--- config.mk ---
export PLATFORM = sky130hd
export DESIGN_NAME = gyro_heading_hold_drive_core
export DESIGN_NICKNAME = d
export VERILOG_FILES = /design/src/rtl/core/ghd_pkg.sv /design/src/rtl/core/ghd_csr.sv /design/src/rtl/core/ghd_front.sv /design/src/rtl/core/ghd_mix.sv /design/src/rtl/core/gyro_heading_hold_drive_core.sv
export VERILOG_INCLUDE_DIRS = /design/src /design/src/rtl/core
export SDC_FILE = /design/constraint.sdc
export NUM_CORES = 2
export LEC_CHECK = 0
export BUFFER_PORTS_ARGS = -buffer_cell sky130_fd_sc_hd__buf_2
export CAP_MARGIN = 10
export CORE_MARGIN = 8
export CORE_UTILIZATION = 55
export CTS_CLUSTER_SIZE = 30
export DETAILED_ROUTE_END_ITERATION = 7
export GPL_ROUTABILITY_DRIVEN = 0
export PLACE_DENSITY = 0.72
export SKIP_CTS_REPAIR_TIMING = 1
export SLEW_MARGIN = 0
export SYNTH_ARGS = -nofsm -noshare
export SYNTH_HDL_FRONTEND = slang
export SYNTH_SLANG_ARGS = --single-unit
--- constraint.sdc ---
create_clock -name clock -period 12.65 [get_ports clock]
set_input_delay 0.6325 -clock clock [delete_from_list [all_inputs] [get_ports clock]]
set_output_delay 0.6325 -clock clock [all_outputs]
set_load 0.01 [all_outputs]
--- src/rtl/core/gyro_heading_hold_drive_core_macros.svh ---
// Assertion macros for the heading-hold drive core.
// Included by files that carry concurrent checks; expects clock and reset in scope.
`ifndef GYRO_HEADING_HOLD_DRIVE_CORE_MACROS_SVH
`define GYRO_HEADING_HOLD_DRIVE_CORE_MACROS_SVH

// condition that must hold at every edge outside reset
`define GHD_ASSERT_ALWAYS(lbl, cond, msg) \
   lbl: assert property (@(posedge clock) disable iff (reset) (cond)) else $error(msg);

// antecedent implies consequent in the same cycle
`define GHD_ASSERT_IMPLY(lbl, ante, cons, msg) \
   lbl: assert property (@(posedge clock) disable iff (reset) (ante) |-> (cons)) \
      else $error(msg);

`endif

--- src/rtl/core/ghd_pkg.sv ---
// Shared types, constants and helpers for the heading-hold drive core.
// No dependencies; used by all modules in rtl/core.
package ghd_pkg;

   localparam int unsigned ADDR_W = 5;
   localparam int unsigned DATA_W = 32;

   // register map, one word per register
   typedef enum logic [2:0] {
      REG_SPEED      = 3'd0,
      REG_PCT_A      = 3'd1,
      REG_PCT_B      = 3'd2,
      REG_DEADZONE   = 3'd3,
      REG_GAIN       = 3'd4,
      REG_MAX_CORR   = 3'd5,
      REG_RUN_LENGTH = 3'd6
   } reg_index_type;

   localparam logic [7:0]  RST_SPEED      = 8'd0;
   localparam logic [6:0]  RST_PCT_A      = 7'd70;
   localparam logic [6:0]  RST_PCT_B      = 7'd80;
   localparam logic [14:0] RST_DEADZONE   = 15'd50;
   localparam logic [7:0]  RST_GAIN       = 8'd1;
   localparam logic [7:0]  RST_MAX_CORR   = 8'd30;
   localparam logic [15:0] RST_RUN_LENGTH = 16'd200;

   localparam logic [16:0] TICK_MS = 17'd10;

   // x/131 = (x*DIV131_MUL) >> 31, exact for x < 2^23
   localparam logic [23:0] DIV131_MUL = 24'd16393005;
   // x/100 = (x*DIV100_MUL) >> 22, exact for x < 2^15
   localparam logic [15:0] DIV100_MUL = 16'd41944;

   localparam logic [7:0] DUTY_MAX = 8'd255;

   localparam logic CMD_START = 1'b0;

   typedef enum logic [1:0] {
      KIND_IGNORE = 2'd0,
      KIND_START  = 2'd1,
      KIND_DRIVE  = 2'd2,
      KIND_FINISH = 2'd3
   } kind_type;

   typedef struct packed {
      logic [7:0]  speed;
      logic [6:0]  pct_a;
      logic [6:0]  pct_b;
      logic [14:0] deadzone;
      logic [7:0]  gain;
      logic [7:0]  max_corr;
      logic [15:0] run_length;
   } cfg_type;

   // second pipeline stage: decision plus first-level products
   typedef struct packed {
      logic        valid;
      kind_type    kind;
      logic        neg;
      logic [22:0] corr_prod;
      logic [14:0] base_a_prod;
      logic [14:0] base_b_prod;
   } stage_type;

   function automatic logic [7:0] sat_duty(input logic signed [10:0] v);
      logic [7:0] r;
      if (v < 11'sd0) begin
         r = 8'd0;
      end else if (v > $signed({3'd0, DUTY_MAX})) begin
         r = DUTY_MAX;
      end else begin
         r = v[7:0];
      end
      return r;
   endfunction

endpackage

--- src/rtl/core/ghd_csr.sv ---
// Configuration register file with APB-style access.
// Depends on ghd_pkg.
module ghd_csr (
   input  logic                        clock,
   input  logic                        reset,
   input  logic                        psel,
   input  logic                        penable,
   input  logic                        pwrite,
   input  logic [ghd_pkg::ADDR_W-1:0]  paddr,
   input  logic [ghd_pkg::DATA_W-1:0]  pwdata,
   output logic [ghd_pkg::DATA_W-1:0]  prdata,
   output logic                        pready,
   output ghd_pkg::cfg_type            cfg
);

   ghd_pkg::cfg_type cfg_ff;
   ghd_pkg::cfg_type cfg_in;
   logic             wr_en;
   logic [2:0]       idx;

   assign pready = 1'b1;
   assign wr_en  = psel && penable && pwrite && pready;
   assign idx    = paddr[4:2];
   assign cfg    = cfg_ff;

   always_comb begin
      cfg_in = cfg_ff;
      if (wr_en) begin
         case (idx)
            ghd_pkg::REG_SPEED:      cfg_in.speed      = pwdata[7:0];
            ghd_pkg::REG_PCT_A:      cfg_in.pct_a      = pwdata[6:0];
            ghd_pkg::REG_PCT_B:      cfg_in.pct_b      = pwdata[6:0];
            ghd_pkg::REG_DEADZONE:   cfg_in.deadzone   = pwdata[14:0];
            ghd_pkg::REG_GAIN:       cfg_in.gain       = pwdata[7:0];
            ghd_pkg::REG_MAX_CORR:   cfg_in.max_corr   = pwdata[7:0];
            ghd_pkg::REG_RUN_LENGTH: cfg_in.run_length = pwdata[15:0];
            default: ;
         endcase
      end
   end

   always_comb begin
      case (idx)
         ghd_pkg::REG_SPEED:      prdata = {24'd0, cfg_ff.speed};
         ghd_pkg::REG_PCT_A:      prdata = {25'd0, cfg_ff.pct_a};
         ghd_pkg::REG_PCT_B:      prdata = {25'd0, cfg_ff.pct_b};
         ghd_pkg::REG_DEADZONE:   prdata = {17'd0, cfg_ff.deadzone};
         ghd_pkg::REG_GAIN:       prdata = {24'd0, cfg_ff.gain};
         ghd_pkg::REG_MAX_CORR:   prdata = {24'd0, cfg_ff.max_corr};
         ghd_pkg::REG_RUN_LENGTH: prdata = {16'd0, cfg_ff.run_length};
         default:                 prdata = '0;
      endcase
   end

   always_ff @(posedge clock) begin
      if (reset) begin
         cfg_ff.speed      <= ghd_pkg::RST_SPEED;
         cfg_ff.pct_a      <= ghd_pkg::RST_PCT_A;
         cfg_ff.pct_b      <= ghd_pkg::RST_PCT_B;
         cfg_ff.deadzone   <= ghd_pkg::RST_DEADZONE;
         cfg_ff.gain       <= ghd_pkg::RST_GAIN;
         cfg_ff.max_corr   <= ghd_pkg::RST_MAX_CORR;
         cfg_ff.run_length <= ghd_pkg::RST_RUN_LENGTH;
      end else begin
         cfg_ff <= cfg_in;
      end
   end

endmodule

--- src/rtl/core/ghd_front.sv ---
// Input register, run timer state and first-level products.
// Depends on ghd_pkg.
module ghd_front (
   input  logic               clock,
   input  logic               reset,
   input  logic               advance,
   input  logic               req_fire,
   input  logic               req_command,
   input  logic signed [15:0] req_gyro_rate,
   input  ghd_pkg::cfg_type   cfg,
   output logic               s1_valid,
   output ghd_pkg::stage_type s2
);

   logic               s1_valid_ff, s1_valid_in;
   logic               s1_cmd_ff;
   logic signed [15:0] s1_rate_ff;

   logic [16:0]        elapsed_ff, elapsed_in;
   logic               active_ff, active_in;

   ghd_pkg::stage_type s2_ff, s2_in;

   logic [15:0]        raw;
   logic [15:0]        mag;
   logic [15:0]        diff;
   logic [23:0]        prod_full;
   logic               over;

   assign s1_valid = s1_valid_ff;
   assign s2       = s2_ff;

   // s1 can fill while the pipe is stalled only if it was empty
   assign s1_valid_in = req_fire || (s1_valid_ff && !advance);

   always_comb begin
      raw       = s1_rate_ff;
      mag       = raw[15] ? (~raw + 16'd1) : raw;
      over      = mag > {1'b0, cfg.deadzone};
      diff      = mag - {1'b0, cfg.deadzone};
      prod_full = {8'd0, diff} * {16'd0, cfg.gain};
   end

   always_comb begin
      elapsed_in = elapsed_ff;
      active_in  = active_ff;
      s2_in.valid       = s1_valid_ff;
      s2_in.kind        = ghd_pkg::KIND_IGNORE;
      s2_in.neg         = raw[15];
      s2_in.corr_prod   = over ? prod_full[22:0] : 23'd0;
      s2_in.base_a_prod = {7'd0, cfg.speed} * {8'd0, cfg.pct_a};
      s2_in.base_b_prod = {7'd0, cfg.speed} * {8'd0, cfg.pct_b};
      if (s1_cmd_ff == ghd_pkg::CMD_START) begin
         s2_in.kind = ghd_pkg::KIND_START;
         elapsed_in = '0;
         active_in  = 1'b1;
      end else if (active_ff) begin
         if (elapsed_ff < {1'b0, cfg.run_length}) begin
            s2_in.kind = ghd_pkg::KIND_DRIVE;
            elapsed_in = elapsed_ff + ghd_pkg::TICK_MS;
         end else begin
            s2_in.kind = ghd_pkg::KIND_FINISH;
            active_in  = 1'b0;
         end
      end
   end

   always_ff @(posedge clock) begin
      if (reset) begin
         s1_valid_ff <= 1'b0;
         s2_ff.valid <= 1'b0;
         elapsed_ff  <= '0;
         active_ff   <= 1'b0;
      end else begin
         s1_valid_ff <= s1_valid_in;
         if (advance) begin
            s2_ff.valid <= s2_in.valid;
            if (s1_valid_ff) begin
               elapsed_ff <= elapsed_in;
               active_ff  <= active_in;
            end
         end
      end
      if (req_fire) begin
         s1_cmd_ff  <= req_command;
         s1_rate_ff <= req_gyro_rate;
      end
      if (advance) begin
         s2_ff.kind        <= s2_in.kind;
         s2_ff.neg         <= s2_in.neg;
         s2_ff.corr_prod   <= s2_in.corr_prod;
         s2_ff.base_a_prod <= s2_in.base_a_prod;
         s2_ff.base_b_prod <= s2_in.base_b_prod;
      end
   end

endmodule

--- src/rtl/core/ghd_mix.sv ---
// Constant division, correction clamp, duty mix and result register.
// Depends on ghd_pkg.
module ghd_mix (
   input  logic               clock,
   input  logic               reset,
   input  logic               advance,
   input  ghd_pkg::stage_type s2,
   input  logic [7:0]         max_corr,
   output logic               rsp_valid,
   output logic [7:0]         rsp_duty_a,
   output logic [7:0]         rsp_duty_b,
   output logic               rsp_running,
   output logic               rsp_finished
);

   logic        valid_ff;
   logic [7:0]  duty_a_ff, duty_a_in;
   logic [7:0]  duty_b_ff, duty_b_in;
   logic        running_ff, running_in;
   logic        finished_ff, finished_in;

   logic [46:0]        quot_prod;
   logic [15:0]        quot;
   logic [7:0]         corr_mag;
   logic [30:0]        base_a_full, base_b_full;
   logic [8:0]         base_a, base_b;
   logic signed [10:0] corr_s, sum_a, sum_b;

   always_comb begin
      quot_prod   = {24'd0, s2.corr_prod} * {23'd0, ghd_pkg::DIV131_MUL};
      quot        = quot_prod[46:31];
      corr_mag    = (quot > {8'd0, max_corr}) ? max_corr : quot[7:0];
      base_a_full = {16'd0, s2.base_a_prod} * {15'd0, ghd_pkg::DIV100_MUL};
      base_b_full = {16'd0, s2.base_b_prod} * {15'd0, ghd_pkg::DIV100_MUL};
      base_a      = base_a_full[30:22];
      base_b      = base_b_full[30:22];
      corr_s      = s2.neg ? -$signed({3'd0, corr_mag}) : $signed({3'd0, corr_mag});
      sum_a       = $signed({2'd0, base_a}) + corr_s;
      sum_b       = $signed({2'd0, base_b}) - corr_s;
   end

   always_comb begin
      duty_a_in   = 8'd0;
      duty_b_in   = 8'd0;
      running_in  = 1'b0;
      finished_in = 1'b0;
      case (s2.kind)
         ghd_pkg::KIND_START: begin
            running_in = 1'b1;
         end
         ghd_pkg::KIND_DRIVE: begin
            duty_a_in  = ghd_pkg::sat_duty(sum_a);
            duty_b_in  = ghd_pkg::sat_duty(sum_b);
            running_in = 1'b1;
         end
         ghd_pkg::KIND_FINISH: begin
            finished_in = 1'b1;
         end
         default: ;
      endcase
   end

   always_ff @(posedge clock) begin
      if (reset) begin
         valid_ff <= 1'b0;
      end else if (advance) begin
         valid_ff <= s2.valid;
      end
      if (advance) begin
         duty_a_ff   <= duty_a_in;
         duty_b_ff   <= duty_b_in;
         running_ff  <= running_in;
         finished_ff <= finished_in;
      end
   end

   assign rsp_valid    = valid_ff;
   assign rsp_duty_a   = duty_a_ff;
   assign rsp_duty_b   = duty_b_ff;
   assign rsp_running  = running_ff;
   assign rsp_finished = finished_ff;

endmodule

--- src/rtl/core/gyro_heading_hold_drive_core.sv ---
// Channel    Dir  Handshake                  Payload
// req        in   req_valid / req_ready      req_command, req_gyro_rate
// rsp        out  rsp_valid / rsp_ready      rsp_duty_a, rsp_duty_b, rsp_running, rsp_finished
// csr        in   psel / penable / pready    paddr, pwdata, pwrite, prdata
//
// Three register stages (input, products, result): the req transfer loads the input register
// and the result register drives rsp; one transfer per cycle while rsp is not stalled.
// The run timer updates as an item leaves the input register, so items stay in order.
// A stalled rsp holds the whole pipe; req_ready drops only when the input register is full.
// Reset is synchronous and clears valids, run state and config to defaults.
// Depends on ghd_pkg, ghd_csr, ghd_front, ghd_mix and the core macros header.
`include "gyro_heading_hold_drive_core_macros.svh"

module gyro_heading_hold_drive_core (
   input  logic                        clock,
   input  logic                        reset,
   input  logic                        req_valid,
   output logic                        req_ready,
   input  logic                        req_command,
   input  logic signed [15:0]          req_gyro_rate,
   output logic                        rsp_valid,
   input  logic                        rsp_ready,
   output logic [7:0]                  rsp_duty_a,
   output logic [7:0]                  rsp_duty_b,
   output logic                        rsp_running,
   output logic                        rsp_finished,
   input  logic                        psel,
   input  logic                        penable,
   input  logic                        pwrite,
   input  logic [ghd_pkg::ADDR_W-1:0]  paddr,
   input  logic [ghd_pkg::DATA_W-1:0]  pwdata,
   output logic [ghd_pkg::DATA_W-1:0]  prdata,
   output logic                        pready
);

   ghd_pkg::cfg_type   cfg;
   ghd_pkg::stage_type s2;
   logic               advance;
   logic               req_fire;
   logic               s1_valid;

   assign advance   = !rsp_valid || rsp_ready;
   assign req_ready = advance || !s1_valid;
   assign req_fire  = req_valid && req_ready;

   ghd_csr u_csr (
      .clock   (clock),
      .reset   (reset),
      .psel    (psel),
      .penable (penable),
      .pwrite  (pwrite),
      .paddr   (paddr),
      .pwdata  (pwdata),
      .prdata  (prdata),
      .pready  (pready),
      .cfg     (cfg)
   );

   ghd_front u_front (
      .clock         (clock),
      .reset         (reset),
      .advance       (advance),
      .req_fire      (req_fire),
      .req_command   (req_command),
      .req_gyro_rate (req_gyro_rate),
      .cfg           (cfg),
      .s1_valid      (s1_valid),
      .s2            (s2)
   );

   ghd_mix u_mix (
      .clock        (clock),
      .reset        (reset),
      .advance      (advance),
      .s2           (s2),
      .max_corr     (cfg.max_corr),
      .rsp_valid    (rsp_valid),
      .rsp_duty_a   (rsp_duty_a),
      .rsp_duty_b   (rsp_duty_b),
      .rsp_running  (rsp_running),
      .rsp_finished (rsp_finished)
   );

   `GHD_ASSERT_ALWAYS(a_run_fin_excl, !(rsp_valid && rsp_running && rsp_finished), "running and finished both set")
   `GHD_ASSERT_IMPLY(a_idle_duty_zero, rsp_valid && !rsp_running, (rsp_duty_a == 8'd0) && (rsp_duty_b == 8'd0), "nonzero duty outside a run")
   `GHD_ASSERT_IMPLY(a_ready_only_stall, !req_ready, rsp_valid && !rsp_ready && s1_valid, "req_ready low without a stall")

endmodule

==> results.json <==
{
  "final_nets": 4877,
  "area_delta_synth_final_pct": 4.96,
  "cts_root_buf": "clkbuf_16",
  "drive_above_1_share_pct": 4.76,
  "rsz0062_at_grt": "no",
  "synth_top_area_cell": "fa_1",
  "cts_max_path_buffers": 2,
  "cp.required_ns": 12.84,
  "final_cell_mix": "856 x inv_1, 619 x ha_1, 470 x fa_1, 295 x nand2_1, 173 x nor2_1",
  "hold_path_depth": 1,
  "r2r_setup_slack_ns": 1.05,
  "wire_per_inst_um": 16.7,
  "overflow": 0,
  "crit_type": "reg -> reg",
  "min_period_ns": 11.60,
  "cts_tree": "yes",
  "report.final.slew_viol_count": 0,
  "final_common_cell": "inv_1",
  "avgViaCountPerCell": 5.38,
  "tightest_slew_ns": 1.04,
  "drtIter0Drc": 1505,
  "syn_inst": 3704,
  "ys_warn_count": 0,
  "grt_util_all_layers_pct": 22.3,
  "finalHoldViolations": 0,
  "grt_max_degree": 77,
  "grt_pass1_wl_um": 128000,
  "max_slew_margin_pct": 30.5,
  "grt.busiest_layer": "met2",
  "dp_slack_ns": 1.23,
  "critPathCaptureType": "flip-flop",
  "async_flop_share_pct": 0,
  "grt_pass1_vias": 25417,
  "reg2reg_from": "u_front.s2[35]",
  "hp-start": "req_command",
  "num_vias": 24639,
  "worst_slack_ns": 1.05,
  "synthesis.area_sq_um": 34200,
  "finalSetupViolCount": 0,
  "portBuffers": 78,
  "timing.final.crit_share_pct": 91.7,
  "startpoint_type": "flip-flop",
  "drc": 0,
  "worstPathMaxFanout": 9,
  "min_to": "u_front.s1_cmd_ff",
  "core_sq_um": 61600,
  "grtUsageMet2_pct": 37.3,
  "grt_use_met1_pct": 30.1,
  "instances_no_fill": 4577,
  "ant_nets": 0,
  "clk_pin_slew_ns": 0.08,
  "crit_buf_inv": 7,
  "ys_seq_elements": 180,
  "cp.arrival_ns": 11.79,
  "use_met3_pct": 3.35,
  "r2r_end": "u_mix.rsp_duty_a[2]",
  "cts_buffers": 17,
  "status": "complete, no violations",
  "cp_slowest_stage_delay_ns": 0.65,
  "maxCapViolCount": 0,
  "dieArea_sq_um": 70500,
  "filler_cell_count": 5351,
  "finalWirelength_um": 76200,
  "hold_path_class": "in -> reg",
  "synth_edf_count": 91,
  "htreeDepth": 4,
  "setup_tns_ns": 0,
  "reg2regPathDepth": 41,
  "cpMaxStageDelayCell": "edfxtp_1",
  "antenna_found_initial": 0,
  "critPathTopFamily": "adder cells",
  "firstDrtPassIters": 7,
  "die_x_um": 265,
  "dpl.hpwl_um": 64800,
  "ioPinCount": 114,
  "finClkSkew_ns": 0.0185,
  "synth_top_area_share_pct": 27.5,
  "fmax_ghz": 0.0862,
  "ys_types": 97,
  "seq_area_frac_synth_pct": 13.2,
  "ys.flop_type": "edfxtp_1",
  "syn_area_per_cell_sq_um": 9.24,
  "n_antenna_cell": 0,
  "cts_sinks": 180,
  "initial_core_util_pct": 55.6,
  "die_h_um": 265,
  "clk_latency_ns": 0.47,
  "rows": 91,
  "fin_util_pct": 58.3,
  "dp_cells": 4545,
  "synthTopCellsByArea": "fa_1 27%, ha_1 23%, inv_1 9.4%, edfxtp_1 8.0%, dfxtp_1 5.2%"
}
-- routing by layer --
metal | part of all wire [%] | routed length, um | vias to the layer above
met5 | 0 | 0 | -
met4 | 2.4 | 1830 | 0
met3 | 5.9 | 4490 | 94
met2 | 47 | 35600 | 623
met1 | 45 | 34300 | 12003
li1 | - | - | 11919
-- how the worst max path moves through the flow --
stage	slack, ns	startpoint	to	depth (start not counted)
2_1_floorplan	2.68	u_front.s2[32]	u_mix.rsp_duty_a[0]	43
3_3_place_gp	1.38	u_front.s2[35]	u_mix.rsp_duty_a[2]	40
3_5_place_dp	1.23	u_front.s2[35]	u_mix.rsp_duty_a[2]	41
4_1_cts	1.16	u_front.s2[35]	u_mix.rsp_duty_a[2]	41
5_1_grt	0.27	u_front.s2[35]	u_mix.rsp_duty_a[2]	41
6_report	1.05	u_front.s2[35]	u_mix.rsp_duty_a[2]	41
-- registers in the layout, indices dropped and copies added, names as in the netlist --
name,cells
u_front.raw,16
u_mix.rsp_valid,1
u_front.s2,57
u_front.active_ff,1
u_mix.rsp_running,1
u_front.s1_cmd_ff,1
u_mix.rsp_duty_b,8
u_mix.rsp_finished,1
u_front.s1_valid,1
u_front.elapsed_ff,16
u_mix.rsp_duty_a,8
u_csr.cfg,69
-- kinds of logic after synthesis --
family,synth area share [%]
buffers and inverters,10.7
flip-flops,13.2
adder cells (fa/ha/maj),50.2
AND/OR/NAND/NOR,11.1
other,0.0219
XOR/XNOR,3.71
AO/OA/AOI/OAI,9.51
multiplexers,1.54
-- layout make-up --
cell class	count	area [sq um]	area share, %
Multi-Input combinational cell	2586	26100	72.7
Tap cell	837	1050	2.91
Clock buffer	18	429	1.19
Inverter	857	3220	8.96
Timing Repair Buffer	85	443	1.23
Clock inverter	14	158	0.439
Sequential cell	180	4510	12.6
-- metrics by stage --
| step | hold WS [ns] | area [sq um] |
|---|---|---|
| 2_1_floorplan | 0.436 | 34300 |
| 3_3_place_gp | 0.442 | 35300 |
| 3_5_place_dp | 0.447 | 35300 |
| 4_1_cts | 0.306 | 35900 |
| 5_1_grt | 0.322 | 35900 |
| 6_report | 0.332 | 35900 |
-- Yosys cell counts (all sizes together), types with 5 or more instances --
cell type and n:
nor2b 30, nand2 297, nand4 24, or2 8, and2 114, o22ai 11, mux2i 38, nand2b 16
o21ai 90, nor4b 5, or4 10, and4 5, nor2 174, nor3 42, nor4 9, clkbuf 65
a31o 5, edfxtp 91, o31ai 20, xor2 31, a31oi 16, or3 10, o21a 24, o211ai 13
a21o 21, xnor2 113, a21boi 13, a211oi 15, fa 470, dfxtp 89, inv 857, a211o 20
nand3 22, and3 18, buf 31, ha 619, a21oi 176, o21bai 28
Power is left out: the tool's default activity adds up to more than one toggle a clock period on the data nets, which glitch-free logic cannot reach.
